`src/rtl/fhp_pkg.sv`:
```
// ----------------------------------------------------------------------------
// fhp_pkg
// Shared types, codes and lookup functions for the frame header parser.
// ----------------------------------------------------------------------------
package fhp_pkg;

    // configuration port
    localparam int CFG_INDEX_W = 1;
    localparam int CFG_DATA_W  = 20;

    localparam logic [CFG_INDEX_W-1:0] CFG_STREAM_RATE            = 1'b0;
    localparam logic [CFG_INDEX_W-1:0] CFG_STREAM_BITS_PER_SAMPLE = 1'b1;

    // result error codes
    localparam logic [2:0] ERR_NONE     = 3'd0;
    localparam logic [2:0] ERR_SYNC     = 3'd1;
    localparam logic [2:0] ERR_UTF8     = 3'd2;
    localparam logic [2:0] ERR_RSV_BS   = 3'd3;
    localparam logic [2:0] ERR_RSV_RATE = 3'd4;
    localparam logic [2:0] ERR_TRUNC    = 3'd5;
    localparam logic [2:0] ERR_CRC      = 3'd6;

    // header code fields as captured from bytes 1 to 3
    typedef struct packed {
        logic [3:0] bs_code;
        logic [3:0] sr_code;
        logic [3:0] chan;
        logic [2:0] ss_code;
        logic       blocking;
    } hdr_codes_t;

    // values decoded from the codes
    typedef struct packed {
        logic [16:0] blk_len;
        logic [19:0] rate_hz;
        logic [5:0]  sample_bits;
    } dec_values_t;

    // one result item
    typedef struct packed {
        logic        header_ok;
        logic [2:0]  error_code;
        logic [4:0]  header_length;
        logic        var_blocking;
        logic [3:0]  chan_code;
        logic [20:0] frame_num;
        logic [16:0] blk_len;
        logic [19:0] rate_hz;
        logic [5:0]  sample_bits;
        logic [7:0]  header_crc;
    } result_t;

    // crc-8, polynomial 0x07, msb first
    function automatic logic [7:0] crc8_step(input logic [7:0] crc, input logic [7:0] b);
        logic [7:0] c;
        c = crc ^ b;
        for (int i = 0; i < 8; i++) begin
            c = c[7] ? ((c << 1) ^ 8'h07) : (c << 1);
        end
        return c;
    endfunction

    // standard sample rate table
    function automatic logic [19:0] rate_lookup(input logic [3:0] code);
        logic [19:0] r;
        case (code)
            4'd1:    r = 20'd88200;
            4'd2:    r = 20'd176400;
            4'd3:    r = 20'd192000;
            4'd4:    r = 20'd8000;
            4'd5:    r = 20'd16000;
            4'd6:    r = 20'd22050;
            4'd7:    r = 20'd24000;
            4'd8:    r = 20'd32000;
            4'd9:    r = 20'd44100;
            4'd10:   r = 20'd48000;
            4'd11:   r = 20'd96000;
            default: r = 20'd0;
        endcase
        return r;
    endfunction

    // sample size table, code 3 reserved
    function automatic logic [5:0] size_lookup(input logic [2:0] code);
        logic [5:0] s;
        case (code)
            3'd1:    s = 6'd8;
            3'd2:    s = 6'd12;
            3'd4:    s = 6'd16;
            3'd5:    s = 6'd20;
            3'd6:    s = 6'd24;
            3'd7:    s = 6'd32;
            default: s = 6'd0;
        endcase
        return s;
    endfunction

endpackage

```
`src/rtl/fhp_byte_if.sv`:
```
// ----------------------------------------------------------------------------
// fhp_byte_if
// Byte channel into the parser: one header byte with its framing flags.
// ----------------------------------------------------------------------------
interface fhp_byte_if;
    logic       valid;
    logic       ready;
    logic [7:0] data_byte;
    logic       start_header;
    logic       final_byte;

    modport source (output valid, output data_byte, output start_header,
                    output final_byte, input ready);
    modport sink   (input valid, input data_byte, input start_header,
                    input final_byte, output ready);
endinterface

```
`src/rtl/fhp_result_if.sv`:
```
// ----------------------------------------------------------------------------
// fhp_result_if
// Result channel out of the parser: one parsed header or error item.
// ----------------------------------------------------------------------------
interface fhp_result_if;
    logic        valid;
    logic        ready;
    logic        header_ok;
    logic [2:0]  error_code;
    logic [4:0]  header_length;
    logic        var_blocking;
    logic [3:0]  chan_code;
    logic [20:0] frame_num;
    logic [16:0] blk_len;
    logic [19:0] rate_hz;
    logic [5:0]  sample_bits;
    logic [7:0]  header_crc;

    modport source (output valid, output header_ok, output error_code,
                    output header_length, output var_blocking,
                    output chan_code, output frame_num,
                    output blk_len, output rate_hz, output sample_bits,
                    output header_crc, input ready);
    modport sink   (input valid, input header_ok, input error_code,
                    input header_length, input var_blocking,
                    input chan_code, input frame_num,
                    input blk_len, input rate_hz, input sample_bits,
                    input header_crc, output ready);
endinterface

```
`src/rtl/flac_frame_header_parser_core.sv`:
```
// ----------------------------------------------------------------------------
// flac_frame_header_parser_core
// Byte-serial frame header parser with crc-8 check and one result per header.
// ----------------------------------------------------------------------------
// Throughput: one byte item per cycle while the output register is empty or
//   drained in the same cycle; a result held by a stalled receiver stalls input.
// A result is registered and valid in the cycle after the byte that closes the header.
// The per-byte crc-8 step and field capture sit between the parse state and
//   the result register.
// Reset: asynchronous, clears parse state, configuration and output valid.
// ----------------------------------------------------------------------------
module flac_frame_header_parser_core (
    input  logic                         clk,
    input  logic                         rst_n,
    input  logic                         cfg_we,
    input  logic [fhp_pkg::CFG_INDEX_W-1:0] cfg_index,
    input  logic [fhp_pkg::CFG_DATA_W-1:0]  cfg_data,
    fhp_byte_if.sink                     byte_in,
    fhp_result_if.source                 result_out
);
    import fhp_pkg::*;

    typedef enum logic [6:0] {
        PH_IDLE  = 7'b0000001,
        PH_FIXED = 7'b0000010,
        PH_NUM   = 7'b0000100,
        PH_NUMC  = 7'b0001000,
        PH_BSX   = 7'b0010000,
        PH_SRX   = 7'b0100000,
        PH_CRC   = 7'b1000000
    } phase_t;

    // configuration registers
    logic [19:0] stream_rate_reg;
    logic [5:0]  stream_bps_reg;

    // parse state
    phase_t      phase_reg,  phase_next;
    logic [3:0]  pos_reg,    pos_next;
    logic [7:0]  crc_reg,    crc_next;
    logic [1:0]  left_reg,   left_next;
    logic [20:0] num_reg,    num_next;
    hdr_codes_t  codes_reg,  codes_next;
    logic [15:0] ev_reg,     ev_next;
    logic [15:0] er_reg,     er_next;
    logic [1:0]  extra_reg,  extra_next;

    // effective state for this byte (cleared on start)
    phase_t      c_phase;
    logic [3:0]  c_pos;
    logic [7:0]  c_crc;
    logic [1:0]  c_left;
    logic [20:0] c_num;
    hdr_codes_t  c_codes;
    logic [15:0] c_ev;
    logic [15:0] c_er;
    logic [1:0]  c_extra;

    logic        out_valid_reg;
    result_t     res_reg, res_next;
    dec_values_t dec;

    logic [7:0]  b;
    logic        accept;
    logic        active;
    logic        fire;
    logic        res_fire;
    logic        done;
    logic [2:0]  err;
    phase_t      rate_phase;
    logic [1:0]  rate_extra;
    phase_t      num_phase;
    logic [1:0]  num_extra;

    assign b      = byte_in.data_byte;
    assign accept = byte_in.valid && byte_in.ready;
    assign active = byte_in.start_header || (phase_reg != PH_IDLE);
    assign fire   = accept && active;

    // input is free whenever the output slot is empty or being drained
    assign byte_in.ready = !out_valid_reg || result_out.ready;

    // configuration writes
    always_ff @(posedge clk or negedge rst_n)
    begin
        if (!rst_n)
        begin
            stream_rate_reg <= 20'd0;
            stream_bps_reg  <= 6'd0;
        end
        else if (cfg_we)
        begin
            unique case (cfg_index)
                CFG_STREAM_RATE:            stream_rate_reg <= cfg_data[19:0];
                CFG_STREAM_BITS_PER_SAMPLE: stream_bps_reg  <= cfg_data[5:0];
                default:                    ;
            endcase
        end
    end

    // start of header restarts from a clean state
    always_comb
    begin
        if (byte_in.start_header)
        begin
            c_phase = PH_FIXED;
            c_pos   = 4'd0;
            c_crc   = 8'd0;
            c_left  = 2'd0;
            c_num   = 21'd0;
            c_codes = '0;
            c_ev    = 16'd0;
            c_er    = 16'd0;
            c_extra = 2'd0;
        end
        else
        begin
            c_phase = phase_reg;
            c_pos   = pos_reg;
            c_crc   = crc_reg;
            c_left  = left_reg;
            c_num   = num_reg;
            c_codes = codes_reg;
            c_ev    = ev_reg;
            c_er    = er_reg;
            c_extra = extra_reg;
        end
    end

    // phase after the explicit block size bytes
    always_comb
    begin
        if (c_codes.sr_code == 4'd12)
        begin
            rate_phase = PH_SRX;
            rate_extra = 2'd1;
        end
        else if (c_codes.sr_code == 4'd13 || c_codes.sr_code == 4'd14)
        begin
            rate_phase = PH_SRX;
            rate_extra = 2'd2;
        end
        else
        begin
            rate_phase = PH_CRC;
            rate_extra = c_extra;
        end
    end

    // phase after the frame number
    always_comb
    begin
        if (c_codes.bs_code == 4'd6)
        begin
            num_phase = PH_BSX;
            num_extra = 2'd1;
        end
        else if (c_codes.bs_code == 4'd7)
        begin
            num_phase = PH_BSX;
            num_extra = 2'd2;
        end
        else
        begin
            num_phase = rate_phase;
            num_extra = rate_extra;
        end
    end

    // per-byte parse step
    always_comb
    begin
        phase_next = c_phase;
        pos_next   = c_pos;
        crc_next   = c_crc;
        left_next  = c_left;
        num_next   = c_num;
        codes_next = c_codes;
        ev_next    = c_ev;
        er_next    = c_er;
        extra_next = c_extra;
        err        = ERR_NONE;
        done       = 1'b0;

        unique case (c_phase)
            PH_IDLE:
            begin
            end
            PH_FIXED:
            begin
                if (c_pos == 4'd0)
                begin
                    if (b != 8'hFF)
                    begin
                        err = ERR_SYNC;
                    end
                end
                else if (c_pos == 4'd1)
                begin
                    if (b[7:2] != 6'b111110)
                    begin
                        err = ERR_SYNC;
                    end
                    else
                    begin
                        codes_next.blocking = b[0];
                    end
                end
                else if (c_pos == 4'd2)
                begin
                    codes_next.bs_code = b[7:4];
                    codes_next.sr_code = b[3:0];
                    if (b[7:4] == 4'd0)
                    begin
                        err = ERR_RSV_BS;
                    end
                    else if (b[3:0] == 4'hF)
                    begin
                        err = ERR_RSV_RATE;
                    end
                end
                else
                begin
                    codes_next.chan    = b[7:4];
                    codes_next.ss_code = b[3:1];
                    phase_next         = PH_NUM;
                end
            end
            PH_NUM:
            begin
                if (!b[7])
                begin
                    num_next   = {13'd0, b};
                    phase_next = num_phase;
                    extra_next = num_extra;
                end
                else if (b[7:5] == 3'b110)
                begin
                    num_next   = {16'd0, b[4:0]};
                    left_next  = 2'd1;
                    phase_next = PH_NUMC;
                end
                else if (b[7:4] == 4'b1110)
                begin
                    num_next   = {17'd0, b[3:0]};
                    left_next  = 2'd2;
                    phase_next = PH_NUMC;
                end
                else if (b[7:3] == 5'b11110)
                begin
                    num_next   = {18'd0, b[2:0]};
                    left_next  = 2'd3;
                    phase_next = PH_NUMC;
                end
                else
                begin
                    err = ERR_UTF8;
                end
            end
            PH_NUMC:
            begin
                if (b[7:6] != 2'b10)
                begin
                    err = ERR_UTF8;
                end
                else
                begin
                    num_next  = {c_num[14:0], b[5:0]};
                    left_next = c_left - 2'd1;
                    if (c_left == 2'd1)
                    begin
                        phase_next = num_phase;
                        extra_next = num_extra;
                    end
                end
            end
            PH_BSX:
            begin
                ev_next    = {c_ev[7:0], b};
                extra_next = c_extra - 2'd1;
                if (c_extra == 2'd1)
                begin
                    phase_next = rate_phase;
                    extra_next = rate_extra;
                end
            end
            PH_SRX:
            begin
                er_next    = {c_er[7:0], b};
                extra_next = c_extra - 2'd1;
                if (c_extra == 2'd1)
                begin
                    phase_next = PH_CRC;
                end
            end
            PH_CRC:
            begin
                if (b == c_crc)
                begin
                    done = 1'b1;
                end
                else
                begin
                    err = ERR_CRC;
                end
            end
            default:
            begin
            end
        endcase

        // data ran out before the header closed
        if (!done && err == ERR_NONE && byte_in.final_byte)
        begin
            err = ERR_TRUNC;
        end

        if (done || err != ERR_NONE)
        begin
            phase_next = PH_IDLE;
        end
        else
        begin
            crc_next = crc8_step(c_crc, b);
            pos_next = c_pos + 4'd1;
        end
    end

    assign res_fire = fire && (done || err != ERR_NONE);

    // code tables, fed from the held state (stable during the crc byte)
    fhp_field_decode u_decode (
        .codes                  (codes_reg),
        .explicit_bs            (ev_reg),
        .explicit_rate          (er_reg),
        .stream_rate            (stream_rate_reg),
        .stream_bits_per_sample (stream_bps_reg),
        .values                 (dec)
    );

    // result item
    always_comb
    begin
        res_next = '0;
        if (done)
        begin
            res_next.header_ok     = 1'b1;
            res_next.header_length = {1'b0, c_pos} + 5'd1;
            res_next.var_blocking  = c_codes.blocking;
            res_next.chan_code     = c_codes.chan;
            res_next.frame_num     = c_num;
            res_next.blk_len       = dec.blk_len;
            res_next.rate_hz       = dec.rate_hz;
            res_next.sample_bits   = dec.sample_bits;
            res_next.header_crc    = b;
        end
        else
        begin
            res_next.error_code = err;
        end
    end

    // parse state registers
    always_ff @(posedge clk or negedge rst_n)
    begin
        if (!rst_n)
        begin
            phase_reg <= PH_IDLE;
            pos_reg   <= 4'd0;
            crc_reg   <= 8'd0;
            left_reg  <= 2'd0;
            num_reg   <= 21'd0;
            codes_reg <= '0;
            ev_reg    <= 16'd0;
            er_reg    <= 16'd0;
            extra_reg <= 2'd0;
        end
        else if (fire)
        begin
            phase_reg <= phase_next;
            pos_reg   <= pos_next;
            crc_reg   <= crc_next;
            left_reg  <= left_next;
            num_reg   <= num_next;
            codes_reg <= codes_next;
            ev_reg    <= ev_next;
            er_reg    <= er_next;
            extra_reg <= extra_next;
        end
    end

    // output register
    always_ff @(posedge clk or negedge rst_n)
    begin
        if (!rst_n)
        begin
            out_valid_reg <= 1'b0;
        end
        else if (res_fire)
        begin
            out_valid_reg <= 1'b1;
        end
        else if (result_out.ready)
        begin
            out_valid_reg <= 1'b0;
        end
    end

    always_ff @(posedge clk)
    begin
        if (res_fire)
        begin
            res_reg <= res_next;
        end
    end

    assign result_out.valid         = out_valid_reg;
    assign result_out.header_ok     = res_reg.header_ok;
    assign result_out.error_code    = res_reg.error_code;
    assign result_out.header_length = res_reg.header_length;
    assign result_out.var_blocking  = res_reg.var_blocking;
    assign result_out.chan_code     = res_reg.chan_code;
    assign result_out.frame_num     = res_reg.frame_num;
    assign result_out.blk_len       = res_reg.blk_len;
    assign result_out.rate_hz       = res_reg.rate_hz;
    assign result_out.sample_bits   = res_reg.sample_bits;
    assign result_out.header_crc    = res_reg.header_crc;

`ifndef NO_ASSERTIONS
    // a result always returns the parser to idle
    a_idle_after_result: assert property (@(posedge clk) disable iff (!rst_n)
        res_fire |=> phase_reg == PH_IDLE)
        else $error("parser not idle after result");

    // ok and error code are exclusive on every result
    a_ok_xor_err: assert property (@(posedge clk) disable iff (!rst_n)
        out_valid_reg |-> (res_reg.header_ok == (res_reg.error_code == ERR_NONE)))
        else $error("header_ok and error_code disagree");

    // a good header has at least sync, codes, one number byte and crc
    a_min_length: assert property (@(posedge clk) disable iff (!rst_n)
        (out_valid_reg && res_reg.header_ok) |-> res_reg.header_length >= 5'd6)
        else $error("good header shorter than six bytes");

    // error items carry no length
    a_err_no_length: assert property (@(posedge clk) disable iff (!rst_n)
        (out_valid_reg && !res_reg.header_ok) |-> res_reg.header_length == 5'd0)
        else $error("error item with nonzero length");
`endif

endmodule

```
`src/rtl/fhp_field_decode.sv`:
```
// ----------------------------------------------------------------------------
// fhp_field_decode
// Maps block size, sample rate and sample size codes to their values.
// ----------------------------------------------------------------------------
module fhp_field_decode (
    input  fhp_pkg::hdr_codes_t  codes,
    input  logic [15:0]          explicit_bs,
    input  logic [15:0]          explicit_rate,
    input  logic [19:0]          stream_rate,
    input  logic [5:0]           stream_bits_per_sample,
    output fhp_pkg::dec_values_t values
);
    import fhp_pkg::*;

    // block size
    always_comb
    begin
        case (codes.bs_code) inside
            4'd1:
                values.blk_len = 17'd192;
            // 2..5 give 576 shifted by code-2; flipping bit 1 yields that shift
            [4'd2:4'd5]:
                values.blk_len = 17'd576 << (codes.bs_code[1:0] ^ 2'b10);
            4'd6, 4'd7:
                values.blk_len = {1'b0, explicit_bs} + 17'd1;
            [4'd8:4'd15]:
                values.blk_len = 17'd256 << codes.bs_code[2:0];
            default:
                values.blk_len = 17'd0;
        endcase
    end

    // sample rate
    always_comb
    begin
        case (codes.sr_code)
            4'd0:    values.rate_hz = stream_rate;
            4'd12:   values.rate_hz = 20'(explicit_rate[7:0]) * 20'd1000;
            4'd13:   values.rate_hz = 20'(explicit_rate);
            4'd14:   values.rate_hz = 20'(explicit_rate) * 20'd10;
            default: values.rate_hz = rate_lookup(codes.sr_code);
        endcase
    end

    // sample size
    always_comb
    begin
        if (codes.ss_code == 3'd0)
        begin
            values.sample_bits = stream_bits_per_sample;
        end
        else
        begin
            values.sample_bits = size_lookup(codes.ss_code);
        end
    end

endmodule
```
`src/flat_wrapper.sv`:
```
// flat-port wrapper written by rule: the top's interface ports become plain ports
module flac_frame_header_parser_core_flat import fhp_pkg::*;
  (clk, rst_n, cfg_we, cfg_index, cfg_data, byte_in_valid, byte_in_data_byte, byte_in_start_header, byte_in_final_byte, byte_in_ready, result_out_valid, result_out_header_ok, result_out_error_code, result_out_header_length, result_out_var_blocking, result_out_chan_code, result_out_frame_num, result_out_blk_len, result_out_rate_hz, result_out_sample_bits, result_out_header_crc, result_out_ready);
  fhp_byte_if byte_in_i ();
  fhp_result_if result_out_i ();
  input  logic clk;
  input  logic rst_n;
  input  logic cfg_we;
  input  logic [fhp_pkg::CFG_INDEX_W-1:0] cfg_index;
  input  logic [fhp_pkg::CFG_DATA_W-1:0] cfg_data;
  input wire logic [$bits(byte_in_i.valid)-1:0] byte_in_valid;
  input wire logic [$bits(byte_in_i.data_byte)-1:0] byte_in_data_byte;
  input wire logic [$bits(byte_in_i.start_header)-1:0] byte_in_start_header;
  input wire logic [$bits(byte_in_i.final_byte)-1:0] byte_in_final_byte;
  output wire logic [$bits(byte_in_i.ready)-1:0] byte_in_ready;
  output wire logic [$bits(result_out_i.valid)-1:0] result_out_valid;
  output wire logic [$bits(result_out_i.header_ok)-1:0] result_out_header_ok;
  output wire logic [$bits(result_out_i.error_code)-1:0] result_out_error_code;
  output wire logic [$bits(result_out_i.header_length)-1:0] result_out_header_length;
  output wire logic [$bits(result_out_i.var_blocking)-1:0] result_out_var_blocking;
  output wire logic [$bits(result_out_i.chan_code)-1:0] result_out_chan_code;
  output wire logic [$bits(result_out_i.frame_num)-1:0] result_out_frame_num;
  output wire logic [$bits(result_out_i.blk_len)-1:0] result_out_blk_len;
  output wire logic [$bits(result_out_i.rate_hz)-1:0] result_out_rate_hz;
  output wire logic [$bits(result_out_i.sample_bits)-1:0] result_out_sample_bits;
  output wire logic [$bits(result_out_i.header_crc)-1:0] result_out_header_crc;
  input wire logic [$bits(result_out_i.ready)-1:0] result_out_ready;
  assign byte_in_i.valid = byte_in_valid;
  assign byte_in_i.data_byte = byte_in_data_byte;
  assign byte_in_i.start_header = byte_in_start_header;
  assign byte_in_i.final_byte = byte_in_final_byte;
  assign byte_in_ready = byte_in_i.ready;
  assign result_out_valid = result_out_i.valid;
  assign result_out_header_ok = result_out_i.header_ok;
  assign result_out_error_code = result_out_i.error_code;
  assign result_out_header_length = result_out_i.header_length;
  assign result_out_var_blocking = result_out_i.var_blocking;
  assign result_out_chan_code = result_out_i.chan_code;
  assign result_out_frame_num = result_out_i.frame_num;
  assign result_out_blk_len = result_out_i.blk_len;
  assign result_out_rate_hz = result_out_i.rate_hz;
  assign result_out_sample_bits = result_out_i.sample_bits;
  assign result_out_header_crc = result_out_i.header_crc;
  assign result_out_i.ready = result_out_ready;
  flac_frame_header_parser_core u_core (.clk(clk), .rst_n(rst_n), .cfg_we(cfg_we), .cfg_index(cfg_index), .cfg_data(cfg_data), .byte_in(byte_in_i), .result_out(result_out_i));
endmodule
```
`config.mk`:
```
export PLATFORM = sky130hd
export DESIGN_NAME = flac_frame_header_parser_core_flat
export DESIGN_NICKNAME = d
export VERILOG_FILES = /design/src/rtl/fhp_pkg.sv /design/src/rtl/fhp_byte_if.sv /design/src/rtl/fhp_result_if.sv /design/src/rtl/flac_frame_header_parser_core.sv /design/src/rtl/fhp_field_decode.sv /design/src/flat_wrapper.sv
export SDC_FILE = /design/constraint.sdc
export NUM_CORES = 1
export LEC_CHECK = 0
export BUFFER_PORTS_ARGS = -buffer_cell sky130_fd_sc_hd__buf_2
export CAP_MARGIN = 30
export CORE_MARGIN = 3
export CORE_UTILIZATION = 50
export DETAILED_ROUTE_END_ITERATION = 16
export PLACE_DENSITY = 0.69
export REMOVE_ABC_BUFFERS = 1
export SYNTH_ARGS = -nofsm -noshare
export SYNTH_HDL_FRONTEND = slang
export SYNTH_SLANG_ARGS = --single-unit
export TNS_END_PERCENT = 100
```
`constraint.sdc`:
```
create_clock -name clk -period 7.47 [get_ports clk]
set_clock_uncertainty 0.2 [all_clocks]
set_input_delay 1.494 -clock clk [delete_from_list [all_inputs] [get_ports clk]]
set_output_delay 1.494 -clock clk [all_outputs]
set_load 0.05 [all_outputs]
```
==> impl_metrics.ini <==
[status]
outcome = completed

[critical_path]
crit_family = adder cells
required_ns = 7.52
critPathMostFrequentCell = fa_1
cp_cell_sequence = fa_1, xor2_1, ha_1, inv_1, fa_1, fa_1, inv_1, ha_1, o21a_1, a2111oi_0, o21ai_0, xor2_1, a222oi_1, o31a_1, o32ai_1
cp.arrival_ns = 5.54
end_kind = flop
rrSetupSlack_ns = 1.98
slowest_stage = a2111oi_0
criticalPathCategory = reg -> reg
crit_buf_inv = 2
critPathMaxStageDelay_ns = 0.69
r2r_cells = 15
r2r_end = u_core.result_out.rate_hz[15]
r2r_start = u_core.er_reg[1]
start_kind = flop
critPathMaxFanout = 11

[power]
max-vdd-ir-drop_uv = 192
p_per_area_nw_per_um2 = 219
p_leak_nw = 6.30

[sta]
report.final.slew_viol_count = 0
setup_violations = 0
fmax_ghz = 0.182
min_period_over_period_pct = 73.5
slew_headroom_pct = 34.3
setup_tns_ns = 0
grt_setup_unrepaired = false
period_needed_ns = 5.49
finalHoldViolations = 0
worst_pin_slew_ns = 0.986

[die]
boundaryPins = 124
die_area_um2 = 27000
placementRows = 57
initial_core_util_pct = 51.1
die_h_um = 164
die_w_um = 164
coreArea_um2 = 24500

[min_path]
min_path_cells = 2
min_to = u_core.left_reg[1]
hp-class = reg -> reg
min_from = u_core.left_reg[1]

[placement]
dpl_cell_area_um2 = 13400
port_buffers = 123
place.gp.congestion = 0.948
dp_hpwl_um = 22000

[routing]
dr.pass1.iters = 6
wl_per_cell_um = 19.3
detail_route.vias_per_cell = 5.91
drc = 0
vias = 9815
postRouteAntennaNets = 0
drtIter0Drc = 825
routed_wl_um = 32000

[cts]
cts_resized = 0
cts_setup_buffers = 0
cts.sinks = 205
clk_path_buf_depth = 3
cts.clk_slew.worst_paths_ns = 0.06
h-tree-depth = 1
worstSkewPairLatency_ns = 0.53
cts_made_buffers = 23
cts_tree = built
cts_hold_buf = 0
cts_root_buf = clkbuf_16

[yosys]
ys_top_cells_by_count = dfrtp_1 (118), nand2_1 (112), nor2_1 (93)
synthArstFlopShare_pct = 58.0
synthTopCellsByArea = dfrtp_1 (24%), edfxtp_1 (21%), ha_1 (8.3%)
synth_area_per_cell_um2 = 10.2
synth_top_flop_cell = dfrtp_1
ys_seq_elements = 205
syn_inst = 1221
synth_area_um2 = 12500
yosysTopAreaCell = dfrtp_1
yosysUniqueCellTypes = 84
synth_seq_area_share_pct = 44.5
synth.top_cell.area_share_pct = 23.6
synth_edf_count = 86
ys.warnings.count = 0
synth_most_common_cell = dfrtp_1

[grt]
grt_first_pass_wirelength_um = 50100
grt_max_degree = 77
grt_pass1_vias = 9234
antenna_found_initial = 1
grt_usage_pct = 23.4
globalRouteOverflowTotal = 0

[finish]
fin_nets = 1460
synthToLayoutAreaGrowth_pct = 13.5
drive_gt1_share_pct = 17.4
final_area_um2 = 14200

[run]
maxCapViolCount = 0
worst register-to-register path, cell delays in order, from the launching register on:
cell and delay, ns:
dfrtp_1 0.67, fa_1 0.57, xor2_1 0.19, ha_1 0.27, inv_1 0.05, fa_1 0.47
fa_1 0.51, inv_1 0.04, ha_1 0.34, o21a_1 0.13, a2111oi_0 0.69, o21ai_0 0.24
xor2_1 0.22, a222oi_1 0.33, o31a_1 0.19, o32ai_1 0.08
per-stage QoR:
| stage | std cells | setup slack (ns) | hold slack, ns | util, % | power, W |
|---|---|---|---|---|---|
| global route | 1661 | 1.66 | 0.306 | 58.0 | 0.00323 |
| CTS | 1658 | 2.03 | 0.279 | 57.9 | 0.00313 |
| finish | 1661 | 1.98 | 0.275 | 58.0 | 0.00310 |
| global placement | 1613 | 2.05 | 0.260 | 54.6 | 0.00196 |
| detailed placement | 1616 | 1.89 | 0.266 | 54.7 | 0.00197 |
| floorplan | 1153 | 0.320 | 0.242 | - | 0.00180 |
report_power, final:
part | total [W] | internal [W] | leakage (nW) | switching (W)
Sequential | 0.00136 | 0.00129 | 2.42 | 0.0000666
Clock | 0.00115 | 0.000681 | 0.375 | 0.000466
Combinational | 0.000601 | 0.000185 | 3.51 | 0.000416
Total | 0.00310 | 0.00215 | 6.30 | 0.000949
cell usage in the layout (no fill, tap or decap), types with 35 or more instances in the layout:
cell type    n
nand2_1    112
ha_1        83
buf_2      123
a22o_1      37
dfrtp_1    118
edfxtp_1    86
o21ai_0     76
inv_1       67
and3_1      43
nor2_1      92
xnor2_1     35
a21oi_1     35
worst max path at each step:
stage / startpoint / endpoint / slack (ns) / depth (start not counted)
after floorplan: byte_in_start_header / u_core.result_out.blk_len[0] / 0.32 / 9
after global placement: byte_in_start_header / u_core.result_out.error_code[0] / 2.05 / 11
after detailed placement: byte_in_start_header / u_core.result_out.frame_num[19] / 1.89 / 11
after CTS: u_core.er_reg[1] / u_core.result_out.rate_hz[15] / 2.03 / 15
after global routing: u_core.er_reg[1] / u_core.result_out.rate_hz[15] / 1.66 / 15
final: u_core.er_reg[1] / u_core.result_out.rate_hz[15] / 1.98 / 15
cell families after synthesis:
group | Yosys count | synth area share (%)
compound gates | 310 | 17.5
simple gates | 377 | 15.0
mux | 34 | 3.00
xor+xnor | 55 | 3.85
flops | 205 | 44.5
buf+inv | 135 | 4.38
fa+ha+maj | 105 | 11.8
final cells by class:
| type | instances | area (um2) |
|---|---|---|
| Antenna cell | 1 | 2.50 |
| Clock inverter | 10 | 123 |
| Clock buffer | 32 | 649 |
| Tap cell | 324 | 405 |
| Multi-Input combinational cell | 881 | 6420 |
| Inverter | 67 | 251 |
| Timing Repair Buffer | 141 | 791 |
| Fill cell | 2069 | 10300 |
| Sequential cell | 205 | 5560 |
layer usage:
metal	vias to the layer above	track usage, %	part of all wire [%]
li1	4660	-	-
met1	4787	34.6	46
met2	331	37.4	46
met3	37	2.72	6.0
met4	0	4.65	1.6
met5	-	0	0
Note: power is estimated with default switching activity, not from simulation.
